### src/design/md4_pkg.sv
// Shared constants, types and round helpers for the MD4 stream hasher.
package md4_pkg;

	typedef logic [31:0] word_t;

	// Chain value at the start of every message
	localparam word_t INIT_A = 32'h67452301;
	localparam word_t INIT_B = 32'hefcdab89;
	localparam word_t INIT_C = 32'h98badcfe;
	localparam word_t INIT_D = 32'h10325476;

	// Additive constants of the second and third passes
	localparam word_t K2 = 32'h5a827999;
	localparam word_t K3 = 32'h6ed9eba1;

	// Padding marker byte
	localparam logic [7:0] PAD_BYTE = 8'h80;

	// Block word used by a given round
	function automatic logic [3:0] msg_idx(input logic [5:0] rnd);
		logic [3:0] idx;
		case (rnd[5:4])
			2'd0: idx = rnd[3:0];
			2'd1: idx = {rnd[1:0], rnd[3:2]};
			default: idx = {rnd[0], rnd[1], rnd[2], rnd[3]};
		endcase
		return idx;
	endfunction

	// Rotate amount of a given round
	function automatic logic [4:0] rot_amount(input logic [5:0] rnd);
		logic [4:0] s;
		case ({rnd[5:4], rnd[1:0]})
			4'b0000: s = 5'd3;
			4'b0001: s = 5'd7;
			4'b0010: s = 5'd11;
			4'b0011: s = 5'd19;
			4'b0100: s = 5'd3;
			4'b0101: s = 5'd5;
			4'b0110: s = 5'd9;
			4'b0111: s = 5'd13;
			4'b1000: s = 5'd3;
			4'b1001: s = 5'd9;
			4'b1010: s = 5'd11;
			4'b1011: s = 5'd15;
			default: s = 5'd3;
		endcase
		return s;
	endfunction

	// Left rotate of a 32-bit word
	function automatic word_t rotl(input word_t v, input logic [4:0] s);
		word_t res;
		res = (v << s) | (v >> (6'd32 - {1'b0, s}));
		return res;
	endfunction

endpackage

### src/design/md4_in_if.sv
// Byte input channel: one message byte or end marker per transfer.
interface md4_in_if;
	logic       valid;
	logic       ready;
	logic [7:0] data_byte;
	logic       byte_valid;
	logic       is_last;

	modport source (output valid, data_byte, byte_valid, is_last, input ready);
	modport sink   (input valid, data_byte, byte_valid, is_last, output ready);
endinterface

### src/design/md4_out_if.sv
// Digest output channel: four chain words per transfer.
interface md4_out_if;
	logic        valid;
	logic        ready;
	logic [31:0] digest_word0;
	logic [31:0] digest_word1;
	logic [31:0] digest_word2;
	logic [31:0] digest_word3;

	modport source (output valid, digest_word0, digest_word1, digest_word2, digest_word3,
		input ready);
	modport sink   (input valid, digest_word0, digest_word1, digest_word2, digest_word3,
		output ready);
endinterface

### src/design/md4_stream_hash.sv
// MD4 stream hasher: byte input, 128-bit digest per message.
//
// byte_in takes one transfer per message byte (byte_valid = 1); is_last marks the
// final transfer, which may carry no byte so that empty messages work. A transfer
// with neither byte nor end marker is ignored. digest_out gives one transfer of
// four chain words (A..D, each little-endian) per message.
// Bytes are taken in one per cycle while idle and packed into a 32-bit assembly
// word; full words go to a 16 x 32 block memory with a registered read port.
// When 64 bytes are held, byte_in stalls while the chain is loaded and the first
// word fetched, 48 rounds run at one per cycle (the round unit reads one block
// word a cycle), and the chain is updated.
// End of message: pad, zero/length fill of the remaining words before the first
// compression (a whole block more when 56 or more bytes are pending and the
// padding spills), the compressions, then the digest hand-off to the output
// register. The digest register frees byte_in at once, so the next message
// streams while a stalled receiver holds the digest; only a second digest waits.
// Reset (arst_n low) restores the initial chain, zero bit count and position.
// Block memory contents are not cleared; every word is written before use.
module md4_stream_hash (
	input  logic         clk,
	input  logic         arst_n,
	md4_in_if.sink       byte_in,
	md4_out_if.source    digest_out
);

	// Sequencer codes
	localparam logic [2:0] ST_IDLE  = 3'd0;
	localparam logic [2:0] ST_PAD   = 3'd1;
	localparam logic [2:0] ST_ZERO  = 3'd2;
	localparam logic [2:0] ST_LOAD  = 3'd3;
	localparam logic [2:0] ST_ROUND = 3'd4;
	localparam logic [2:0] ST_ADD   = 3'd5;
	localparam logic [2:0] ST_FIN   = 3'd6;

	localparam logic [5:0] LAST_ROUND = 6'd47;

	logic [2:0]         state_q;
	logic [2:0]         next_q;
	logic [5:0]         pos_q;
	logic [63:0]        bits_q;
	md4_pkg::word_t     word_q;
	md4_pkg::word_t     chain_q [4];
	md4_pkg::word_t     ra_q, rb_q, rc_q, rd_q;
	logic [5:0]         rnd_q;
	logic [3:0]         widx_q;
	logic               two_q;
	md4_pkg::word_t     digest_q [4];
	logic               dvalid_q;

	// Block memory
	md4_pkg::word_t     blk_mem [16];
	md4_pkg::word_t     rdata_q;
	logic               mem_we;
	logic [3:0]         mem_waddr;
	md4_pkg::word_t     mem_wdata;
	logic [3:0]         mem_raddr;

	logic               in_acc;
	logic               out_free;
	md4_pkg::word_t     byte_word;
	md4_pkg::word_t     pad_word;
	md4_pkg::word_t     fill_word;
	md4_pkg::word_t     f_val;
	md4_pkg::word_t     k_val;
	md4_pkg::word_t     round_sum;
	md4_pkg::word_t     round_new;

	assign byte_in.ready = (state_q == ST_IDLE);
	assign in_acc = byte_in.valid && byte_in.ready;
	assign out_free = !dvalid_q || digest_out.ready;

	assign digest_out.valid = dvalid_q;
	assign digest_out.digest_word0 = digest_q[0];
	assign digest_out.digest_word1 = digest_q[1];
	assign digest_out.digest_word2 = digest_q[2];
	assign digest_out.digest_word3 = digest_q[3];

	// Byte insertion into the assembly word, and the padding word
	always_comb begin
		for (int l = 0; l < 4; l++) begin
			if (pos_q[1:0] == l[1:0]) begin
				byte_word[8*l +: 8] = byte_in.data_byte;
				pad_word[8*l +: 8] = md4_pkg::PAD_BYTE;
			end else if (l[1:0] < pos_q[1:0]) begin
				byte_word[8*l +: 8] = word_q[8*l +: 8];
				pad_word[8*l +: 8] = word_q[8*l +: 8];
			end else begin
				byte_word[8*l +: 8] = word_q[8*l +: 8];
				pad_word[8*l +: 8] = 8'h00;
			end
		end
	end

	// Fill word: zero, or the bit count in the last two words of the final block
	always_comb begin
		fill_word = '0;
		if (!two_q && widx_q == 4'd14) begin
			fill_word = bits_q[31:0];
		end else if (!two_q && widx_q == 4'd15) begin
			fill_word = bits_q[63:32];
		end
	end

	// Memory port control
	always_comb begin
		mem_we = 1'b0;
		mem_waddr = pos_q[5:2];
		mem_wdata = byte_word;
		case (state_q)
			ST_IDLE: begin
				mem_we = in_acc && byte_in.byte_valid && (pos_q[1:0] == 2'd3);
			end
			ST_PAD: begin
				mem_we = 1'b1;
				mem_wdata = pad_word;
			end
			ST_ZERO: begin
				mem_we = 1'b1;
				mem_waddr = widx_q;
				mem_wdata = fill_word;
			end
			default: begin
				mem_we = 1'b0;
			end
		endcase
		if (state_q == ST_ROUND) begin
			mem_raddr = md4_pkg::msg_idx(rnd_q + 6'd1);
		end else begin
			mem_raddr = md4_pkg::msg_idx(rnd_q);
		end
	end

	always_ff @(posedge clk) begin
		if (mem_we) begin
			blk_mem[mem_waddr] <= mem_wdata;
		end
		rdata_q <= blk_mem[mem_raddr];
	end

	// One compression round; rb, rc, rd are the three inputs of the round function
	always_comb begin
		case (rnd_q[5:4])
			2'd0: begin
				f_val = rd_q ^ (rb_q & (rc_q ^ rd_q));
				k_val = '0;
			end
			2'd1: begin
				f_val = (rb_q & rc_q) | (rb_q & rd_q) | (rc_q & rd_q);
				k_val = md4_pkg::K2;
			end
			default: begin
				f_val = rb_q ^ rc_q ^ rd_q;
				k_val = md4_pkg::K3;
			end
		endcase
		round_sum = ra_q + f_val + rdata_q + k_val;
		round_new = md4_pkg::rotl(round_sum, md4_pkg::rot_amount(rnd_q));
	end

	// Sequencer, counters and chain
	always_ff @(posedge clk or negedge arst_n) begin
		if (!arst_n) begin
			state_q <= ST_IDLE;
			next_q <= ST_IDLE;
			pos_q <= '0;
			bits_q <= '0;
			rnd_q <= '0;
			widx_q <= '0;
			two_q <= 1'b0;
			chain_q[0] <= md4_pkg::INIT_A;
			chain_q[1] <= md4_pkg::INIT_B;
			chain_q[2] <= md4_pkg::INIT_C;
			chain_q[3] <= md4_pkg::INIT_D;
		end else begin
			case (state_q)
				ST_IDLE: begin
					if (in_acc) begin
						if (byte_in.byte_valid) begin
							pos_q <= pos_q + 6'd1;
							bits_q <= bits_q + 64'd8;
							if (pos_q == 6'd63) begin
								state_q <= ST_LOAD;
								next_q <= byte_in.is_last ? ST_PAD : ST_IDLE;
							end else if (byte_in.is_last) begin
								state_q <= ST_PAD;
							end
						end else if (byte_in.is_last) begin
							state_q <= ST_PAD;
						end
					end
				end
				ST_PAD: begin
					two_q <= (pos_q[5:3] == 3'd7);
					if (pos_q[5:2] == 4'd15) begin
						state_q <= ST_LOAD;
						next_q <= ST_ZERO;
					end else begin
						widx_q <= pos_q[5:2] + 4'd1;
						state_q <= ST_ZERO;
					end
				end
				ST_ZERO: begin
					if (widx_q == 4'd15) begin
						state_q <= ST_LOAD;
						next_q <= two_q ? ST_ZERO : ST_FIN;
					end else begin
						widx_q <= widx_q + 4'd1;
					end
				end
				ST_LOAD: begin
					state_q <= ST_ROUND;
				end
				ST_ROUND: begin
					rnd_q <= rnd_q + 6'd1;
					if (rnd_q == LAST_ROUND) begin
						state_q <= ST_ADD;
					end
				end
				ST_ADD: begin
					chain_q[0] <= chain_q[0] + ra_q;
					chain_q[1] <= chain_q[1] + rb_q;
					chain_q[2] <= chain_q[2] + rc_q;
					chain_q[3] <= chain_q[3] + rd_q;
					rnd_q <= '0;
					state_q <= next_q;
					if (next_q == ST_ZERO) begin
						widx_q <= '0;
						two_q <= 1'b0;
					end
				end
				ST_FIN: begin
					if (out_free) begin
						chain_q[0] <= md4_pkg::INIT_A;
						chain_q[1] <= md4_pkg::INIT_B;
						chain_q[2] <= md4_pkg::INIT_C;
						chain_q[3] <= md4_pkg::INIT_D;
						bits_q <= '0;
						pos_q <= '0;
						state_q <= ST_IDLE;
					end
				end
				default: begin
					state_q <= ST_IDLE;
				end
			endcase
		end
	end

	// Digest valid: set when the finished chain is loaded, cleared on transfer
	always_ff @(posedge clk or negedge arst_n) begin
		if (!arst_n) begin
			dvalid_q <= 1'b0;
		end else if (state_q == ST_FIN && out_free) begin
			dvalid_q <= 1'b1;
		end else if (digest_out.ready) begin
			dvalid_q <= 1'b0;
		end
	end

	// Assembly word, working registers and digest payload
	always_ff @(posedge clk) begin
		if (in_acc && byte_in.byte_valid) begin
			word_q <= byte_word;
		end
		if (state_q == ST_LOAD) begin
			ra_q <= chain_q[0];
			rb_q <= chain_q[1];
			rc_q <= chain_q[2];
			rd_q <= chain_q[3];
		end else if (state_q == ST_ROUND) begin
			ra_q <= rd_q;
			rb_q <= round_new;
			rc_q <= rb_q;
			rd_q <= rc_q;
		end
		if (state_q == ST_FIN && out_free) begin
			for (int i = 0; i < 4; i++) begin
				digest_q[i] <= chain_q[i];
			end
		end
	end

endmodule
### src/flat_wrapper.sv
// flat-port wrapper written by rule: the top's interface ports become plain ports
module md4_stream_hash_flat 
  (clk, arst_n, byte_in_valid, byte_in_data_byte, byte_in_byte_valid, byte_in_is_last, byte_in_ready, digest_out_valid, digest_out_digest_word0, digest_out_digest_word1, digest_out_digest_word2, digest_out_digest_word3, digest_out_ready);
  md4_in_if byte_in_i ();
  md4_out_if digest_out_i ();
  input  logic clk;
  input  logic arst_n;
  input wire logic [$bits(byte_in_i.valid)-1:0] byte_in_valid;
  input wire logic [$bits(byte_in_i.data_byte)-1:0] byte_in_data_byte;
  input wire logic [$bits(byte_in_i.byte_valid)-1:0] byte_in_byte_valid;
  input wire logic [$bits(byte_in_i.is_last)-1:0] byte_in_is_last;
  output wire logic [$bits(byte_in_i.ready)-1:0] byte_in_ready;
  output wire logic [$bits(digest_out_i.valid)-1:0] digest_out_valid;
  output wire logic [$bits(digest_out_i.digest_word0)-1:0] digest_out_digest_word0;
  output wire logic [$bits(digest_out_i.digest_word1)-1:0] digest_out_digest_word1;
  output wire logic [$bits(digest_out_i.digest_word2)-1:0] digest_out_digest_word2;
  output wire logic [$bits(digest_out_i.digest_word3)-1:0] digest_out_digest_word3;
  input wire logic [$bits(digest_out_i.ready)-1:0] digest_out_ready;
  assign byte_in_i.valid = byte_in_valid;
  assign byte_in_i.data_byte = byte_in_data_byte;
  assign byte_in_i.byte_valid = byte_in_byte_valid;
  assign byte_in_i.is_last = byte_in_is_last;
  assign byte_in_ready = byte_in_i.ready;
  assign digest_out_valid = digest_out_i.valid;
  assign digest_out_digest_word0 = digest_out_i.digest_word0;
  assign digest_out_digest_word1 = digest_out_i.digest_word1;
  assign digest_out_digest_word2 = digest_out_i.digest_word2;
  assign digest_out_digest_word3 = digest_out_i.digest_word3;
  assign digest_out_i.ready = digest_out_ready;
  md4_stream_hash u_core (.clk(clk), .arst_n(arst_n), .byte_in(byte_in_i), .digest_out(digest_out_i));
endmodule
### config.mk
export PLATFORM = sky130hd
export DESIGN_NAME = md4_stream_hash_flat
export DESIGN_NICKNAME = d
export VERILOG_FILES = /design/src/design/md4_pkg.sv /design/src/design/md4_in_if.sv /design/src/design/md4_out_if.sv /design/src/design/md4_stream_hash.sv /design/src/flat_wrapper.sv
export SDC_FILE = /design/constraint.sdc
export NUM_CORES = 2
export LEC_CHECK = 0
export ABC_AREA = 1
export ABC_CLOCK_PERIOD_IN_PS = 5000
export BUFFER_PORTS_ARGS = -buffer_cell sky130_fd_sc_hd__buf_4
export CORE_AREA = 2 2 330 332
export DETAILED_ROUTE_END_ITERATION = 8
export DIE_AREA = 0 0 332 334
export HOLD_SLACK_MARGIN = 0.12
export PLACE_DENSITY = 0.73
export RECOVER_POWER = 100
export SLEW_MARGIN = 0
export SYNTH_ARGS = -nofsm -noshare
export SYNTH_HDL_FRONTEND = slang
export SYNTH_SLANG_ARGS = --single-unit
### constraint.sdc
create_clock -name clk -period 5 [get_ports clk]
set_input_delay 1 -clock clk [delete_from_list [all_inputs] [get_ports clk]]
set_output_delay 1 -clock clk [all_outputs]
set_load 0.01 [all_outputs]
==> results by group <==
Logic synthesis
  – Fraction of synthesis flops using an asynchronous set or reset pin: 20.4%
  – Synth warnings: 0
  – Net count of the mapped netlist: 7006
  – Part of the Yosys area used for sequential elements: 51.4%
  – Adder-cell share of the synthesized area: 7.17%
  – Dominant combinational cell family by area after synthesis: simple AND/OR/NAND/NOR gates
  – Multiplexer fraction of the synthesized cell area: 0.0171%
  – Count of cell types in the netlist: 72
  – Post-synthesis instance total: 6692
  – Synthesized cell area: 58500 um^2
  – Compound-Gate Fraction of Synth Area: 8.91%
  – EDFF count, synth: 800
  – Yosys reg bits: 1045
  – Xor and xnor fraction of the mapped netlist area: 1.11%
  – Top flip-flop cell by instance count after synthesis: sky130_fd_sc_hd__edfxtp_1
  – Fraction of the mapped netlist area in simple logic gates: 24.7%
  – Synthesized area per cell: 8.74 um^2

Clock network
  – H-Tree Level Count: 3
  – CTS tree: yes
  – Clock transition time at the flip-flop clock pins of the worst setup and hold paths: 0.07 ns
  – Clock root buffer: sky130_fd_sc_hd__clkbuf_16
  – Clock latency reported for the late side of the worst-skew pair: 0.75 ns
  – Post-cts hold buffer count: 0
  – TritonCTS sink count: 1045
  – Number of clock buffers inserted by TritonCTS: 110
  – Maximum buffer depth of the clock tree: 3

Global routing
  – Vias in the first global route: 47147
  – Total routing usage reported by global routing: 35.6%
  – Global route total overflow: 0
  – First-pass GRT wire length: 297000 um
  – Antenna violations before repair: 9
  – Largest net degree at the start of global routing: 139

Routing
  – Routed length per placed instance: 23.8 um
  – Via total after detailed routing: 50198
  – Detailed Routing Iterations Pass 1: 8
  – Residual DRC count: 0
  – Initial detailed-routing violation count: 6176
  – Routed wire length: 201000 um
  – Final ANT Viol Nets: 0
  – Per-cell via count in the routed design: 5.95

Placed design
  – Count of buffers inserted at the top-level ports: 143
  – Gp weighted congestion: 1.03
  – Dpl hpwl: 140000 um

Timing
  – Part of the cycle the worst path needs: 97.3%
  – Max Clk Rate: 0.206 GHz
  – Relative slew slack: -172%
  – Endpoints failing setup: 0
  – RSZ-0062 raised after global routing: yes
  – Max-slew violations: 458
  – Final count of hold timing violations: 0
  – Min Clock Period, post-route: 4.86 ns
  – Layout Skew: 0.0587 ns
  – Actual transition at the worst max-transition pin: 4.07 ns

Floorplan
  – Total number of placement rows: 121
  – IO Count: 144
  – Die outline area: 111000 um^2
  – Core Region: 108000 um^2
  – Die boundary width: 332 um
  – Chip height: 334 um
  – Effective utilization at floorplan: 54.3%

Worst setup path
  – Maximum net fanout on the critical path: 8
  – Required time of the worst setup path: 5.46 ns
  – Critical path startpoint category: register
  – Kind of end point of the critical path: register
  – Arrival time worst endpoint: 5.32 ns
  – Type of the worst setup path: reg -> reg

Min path
  – Worst min-delay path class: reg -> reg

Cells and area
  – Total number of nets in the final design: 7235
  – Fraction of final layout cells with drive strength greater than 1: 8.42%
  – Share of the core filled with cells in the final layout: 61.4%
  – Synthesis-to-layout area growth: 13.0%

Status
  – Outcome: finished, violations left
  – Violated checks: max-capacitance violations, max-slew violations

Job
  – Number of maximum-capacitance violations: 12
-- placed cells by master (no fill, tap or decap), types with 17 or more instances in the layout --
cell                        synthesis  final
sky130_fd_sc_hd__o22ai_1           60     60
sky130_fd_sc_hd__clkinv_1           4     21
sky130_fd_sc_hd__a21o_1            27     27
sky130_fd_sc_hd__nand2_2            5     30
sky130_fd_sc_hd__clkinv_2           1     20
sky130_fd_sc_hd__dfrtp_1          149    147
sky130_fd_sc_hd__nand3b_1          19     19
sky130_fd_sc_hd__o21ai_1           18     17
sky130_fd_sc_hd__a31oi_1           20     20
sky130_fd_sc_hd__nor2_2             1     21
sky130_fd_sc_hd__o21bai_1          22     22
sky130_fd_sc_hd__o21ai_0          307    309
sky130_fd_sc_hd__nor3_1            82     81
sky130_fd_sc_hd__fa_1              59     57
sky130_fd_sc_hd__xor2_1            55     55
sky130_fd_sc_hd__nor2_1           298    266
sky130_fd_sc_hd__buf_12             0     25
sky130_fd_sc_hd__buf_4             17    173
sky130_fd_sc_hd__a21oi_1          244    236
sky130_fd_sc_hd__nor4_1            24     24
sky130_fd_sc_hd__edfxtp_1         800    800
sky130_fd_sc_hd__a2111o_1          30     30
sky130_fd_sc_hd__inv_1            708    706
sky130_fd_sc_hd__nand3_2            3     45
sky130_fd_sc_hd__nand2_1         2094   2068
sky130_fd_sc_hd__nand3_1          815    770
sky130_fd_sc_hd__dfstp_1            0     62
sky130_fd_sc_hd__ha_1             241    223
sky130_fd_sc_hd__nand4_1           42     42
sky130_fd_sc_hd__clkbuf_1         122    174
sky130_fd_sc_hd__nor2_4             6     18
sky130_fd_sc_hd__clkbuf_16          0    112
sky130_fd_sc_hd__o31ai_1           17     17
sky130_fd_sc_hd__dfxtp_1           32     32
sky130_fd_sc_hd__o221ai_1          24     24
sky130_fd_sc_hd__xnor2_1           19     19
-- critical path, cell delays in order, from the launching register on --
cell	delay, ns
sky130_fd_sc_hd__dfrtp_2	0.46
sky130_fd_sc_hd__nor2_4	0.17
sky130_fd_sc_hd__buf_12	0.18
sky130_fd_sc_hd__buf_4	0.17
sky130_fd_sc_hd__nand2_1	0.10
sky130_fd_sc_hd__o21ai_0	0.14
sky130_fd_sc_hd__a21oi_1	0.11
sky130_fd_sc_hd__o21ai_0	0.08
sky130_fd_sc_hd__nand2_1	0.18
sky130_fd_sc_hd__fa_1	0.55
sky130_fd_sc_hd__inv_1	0.08
sky130_fd_sc_hd__fa_1	0.44
sky130_fd_sc_hd__ha_1	0.41
sky130_fd_sc_hd__a21oi_1	0.27
sky130_fd_sc_hd__nand2_1	0.10
sky130_fd_sc_hd__a21oi_1	0.16
sky130_fd_sc_hd__nand2_2	0.12
sky130_fd_sc_hd__inv_1	0.07
sky130_fd_sc_hd__nand2_1	0.07
sky130_fd_sc_hd__nand2_1	0.10
sky130_fd_sc_hd__nand2_1	0.08
sky130_fd_sc_hd__nand2_1	0.08
sky130_fd_sc_hd__nand3_2	0.09
sky130_fd_sc_hd__nand3_2	0.13
sky130_fd_sc_hd__nand3_1	0.07
sky130_fd_sc_hd__nand2_1	0.15
sky130_fd_sc_hd__nand2_1	0.05
-- cells in the mapped netlist (4+ instances only) --
master / instances / area, um^2
sky130_fd_sc_hd__a2111o_1: 30 / 338
sky130_fd_sc_hd__a211oi_1: 8 / 60.1
sky130_fd_sc_hd__a21boi_0: 10 / 75.1
sky130_fd_sc_hd__a21o_1: 27 / 203
sky130_fd_sc_hd__a21oi_1: 244 / 1220
sky130_fd_sc_hd__a221oi_1: 5 / 43.8
sky130_fd_sc_hd__a22oi_1: 5 / 37.5
sky130_fd_sc_hd__a31oi_1: 20 / 125
sky130_fd_sc_hd__a32o_1: 11 / 110
sky130_fd_sc_hd__and2_1: 5 / 31.3
sky130_fd_sc_hd__buf_1: 19 / 71.3
sky130_fd_sc_hd__buf_2: 96 / 480
sky130_fd_sc_hd__buf_4: 17 / 128
sky130_fd_sc_hd__clkbuf_1: 122 / 458
sky130_fd_sc_hd__clkinv_1: 4 / 15.0
sky130_fd_sc_hd__dfrtp_1: 149 / 3730
sky130_fd_sc_hd__dfstp_2: 64 / 1680
sky130_fd_sc_hd__dfxtp_1: 32 / 641
sky130_fd_sc_hd__edfxtp_1: 800 / 24000
sky130_fd_sc_hd__fa_1: 59 / 1180
sky130_fd_sc_hd__ha_1: 241 / 3020
sky130_fd_sc_hd__inv_1: 708 / 2660
sky130_fd_sc_hd__inv_2: 13 / 48.8
sky130_fd_sc_hd__nand2_1: 2094 / 7860
sky130_fd_sc_hd__nand2_2: 5 / 31.3
sky130_fd_sc_hd__nand3_1: 815 / 4080
sky130_fd_sc_hd__nand3b_1: 19 / 143
sky130_fd_sc_hd__nand4_1: 42 / 263
sky130_fd_sc_hd__nor2_1: 298 / 1120
sky130_fd_sc_hd__nor2_4: 6 / 67.6
sky130_fd_sc_hd__nor3_1: 82 / 410
sky130_fd_sc_hd__nor4_1: 24 / 150
sky130_fd_sc_hd__o211ai_1: 13 / 97.6
sky130_fd_sc_hd__o21a_1: 15 / 113
sky130_fd_sc_hd__o21ai_0: 307 / 1540
sky130_fd_sc_hd__o21ai_1: 18 / 90.1
sky130_fd_sc_hd__o21bai_1: 22 / 165
sky130_fd_sc_hd__o221ai_1: 24 / 210
sky130_fd_sc_hd__o22ai_1: 60 / 375
sky130_fd_sc_hd__o311ai_0: 14 / 123
sky130_fd_sc_hd__o31ai_1: 17 / 128
sky130_fd_sc_hd__or2_2: 13 / 81.3
sky130_fd_sc_hd__xnor2_1: 19 / 166
sky130_fd_sc_hd__xor2_1: 55 / 482
-- registers in the layout, summed over array words and instances (netlist names), 3 cells and up --
name             cells
u_core.blk_mem     512
u_core.chain_q     128
u_core.digest_q    128
u_core.bits_q       61
u_core.ra_q         32
u_core.rb_q         32
u_core.rc_q         32
u_core.rd_q         32
u_core.rdata_q      32
u_core.word_q       32
u_core.pos_q         6
u_core.rnd_q         6
u_core.widx_q        4
u_core.next_q        3
u_core.state_q       3
-- worst paths after layout --
check / depth (start not counted) / startpoint / slack, ns / to
worst min-delay path: 2 / u_core.next_q[1] / 0.48 / u_core.next_q[1]
min in group asynchronous: 1 / arst_n / 1.79 / u_core.chain_q[111]
worst max-delay path: 26 / u_core.rnd_q[5] / 0.14 / u_core.rb_q[0]
worst max register to register: 26 / u_core.rnd_q[5] / 0.14 / u_core.rb_q[0]
max in group asynchronous: 2 / arst_n / 0.66 / u_core.chain_q[48]
worst min register to register: 2 / u_core.next_q[1] / 0.48 / u_core.next_q[1]
-- through the flow --
stage	worst slack, ns	cells	TNS (ns)	hold WS, ns	area [um^2]
floorplan	0.292	6692	0	0.451	58500
global placement	-0.0800	8188	-0.0800	0.471	62400
detailed placement	-0.134	8188	-0.143	0.476	62400
CTS	0.00664	8398	0	0.279	66300
global route	-0.0951	8431	-1.05	0.512	66100
finish	0.136	8434	0	0.483	66100
-- layer usage --
metal | GRT usage (%) | vias to the layer above | routed length, um
li1 | - | 23136 | -
met1 | 47.3 | 23939 | 79000
met2 | 56.9 | 2612 | 92000
met3 | 4.91 | 511 | 17300
met4 | 19.2 | 0 | 12600
met5 | 0 | - | 0
-- logic make-up after synthesis --
kind of cell	count (synthesis)
buffers and inverters	982
multiplexers	1
flip-flops	1045
XOR/XNOR	74
AND/OR/NAND/NOR	3424
adder cells (fa/ha/maj)	300
AO/OA/AOI/OAI	866
-- layout make-up --
cell class / instances / area (um^2)
Fill cell: 9276 / 41700
Sequential cell: 1045 / 30100
Multi-Input combinational cell: 4665 / 25200
Clock buffer: 138 / 2940
Inverter: 726 / 2730
Timing Repair Buffer: 373 / 2550
Tap cell: 1414 / 1770
Clock inverter: 70 / 833
Antenna cell: 3 / 7.51
-- repair_timing --
action	4_1_cts	5_1_grt
setup endpoints to repair	6	32
gates cloned	1	1
buffers inserted	1	33
resized for setup	5	144
pin swaps	3	33
Power is not shown: default switching activity piles up to over one toggle a cycle in this logic, so the estimate is an artifact.
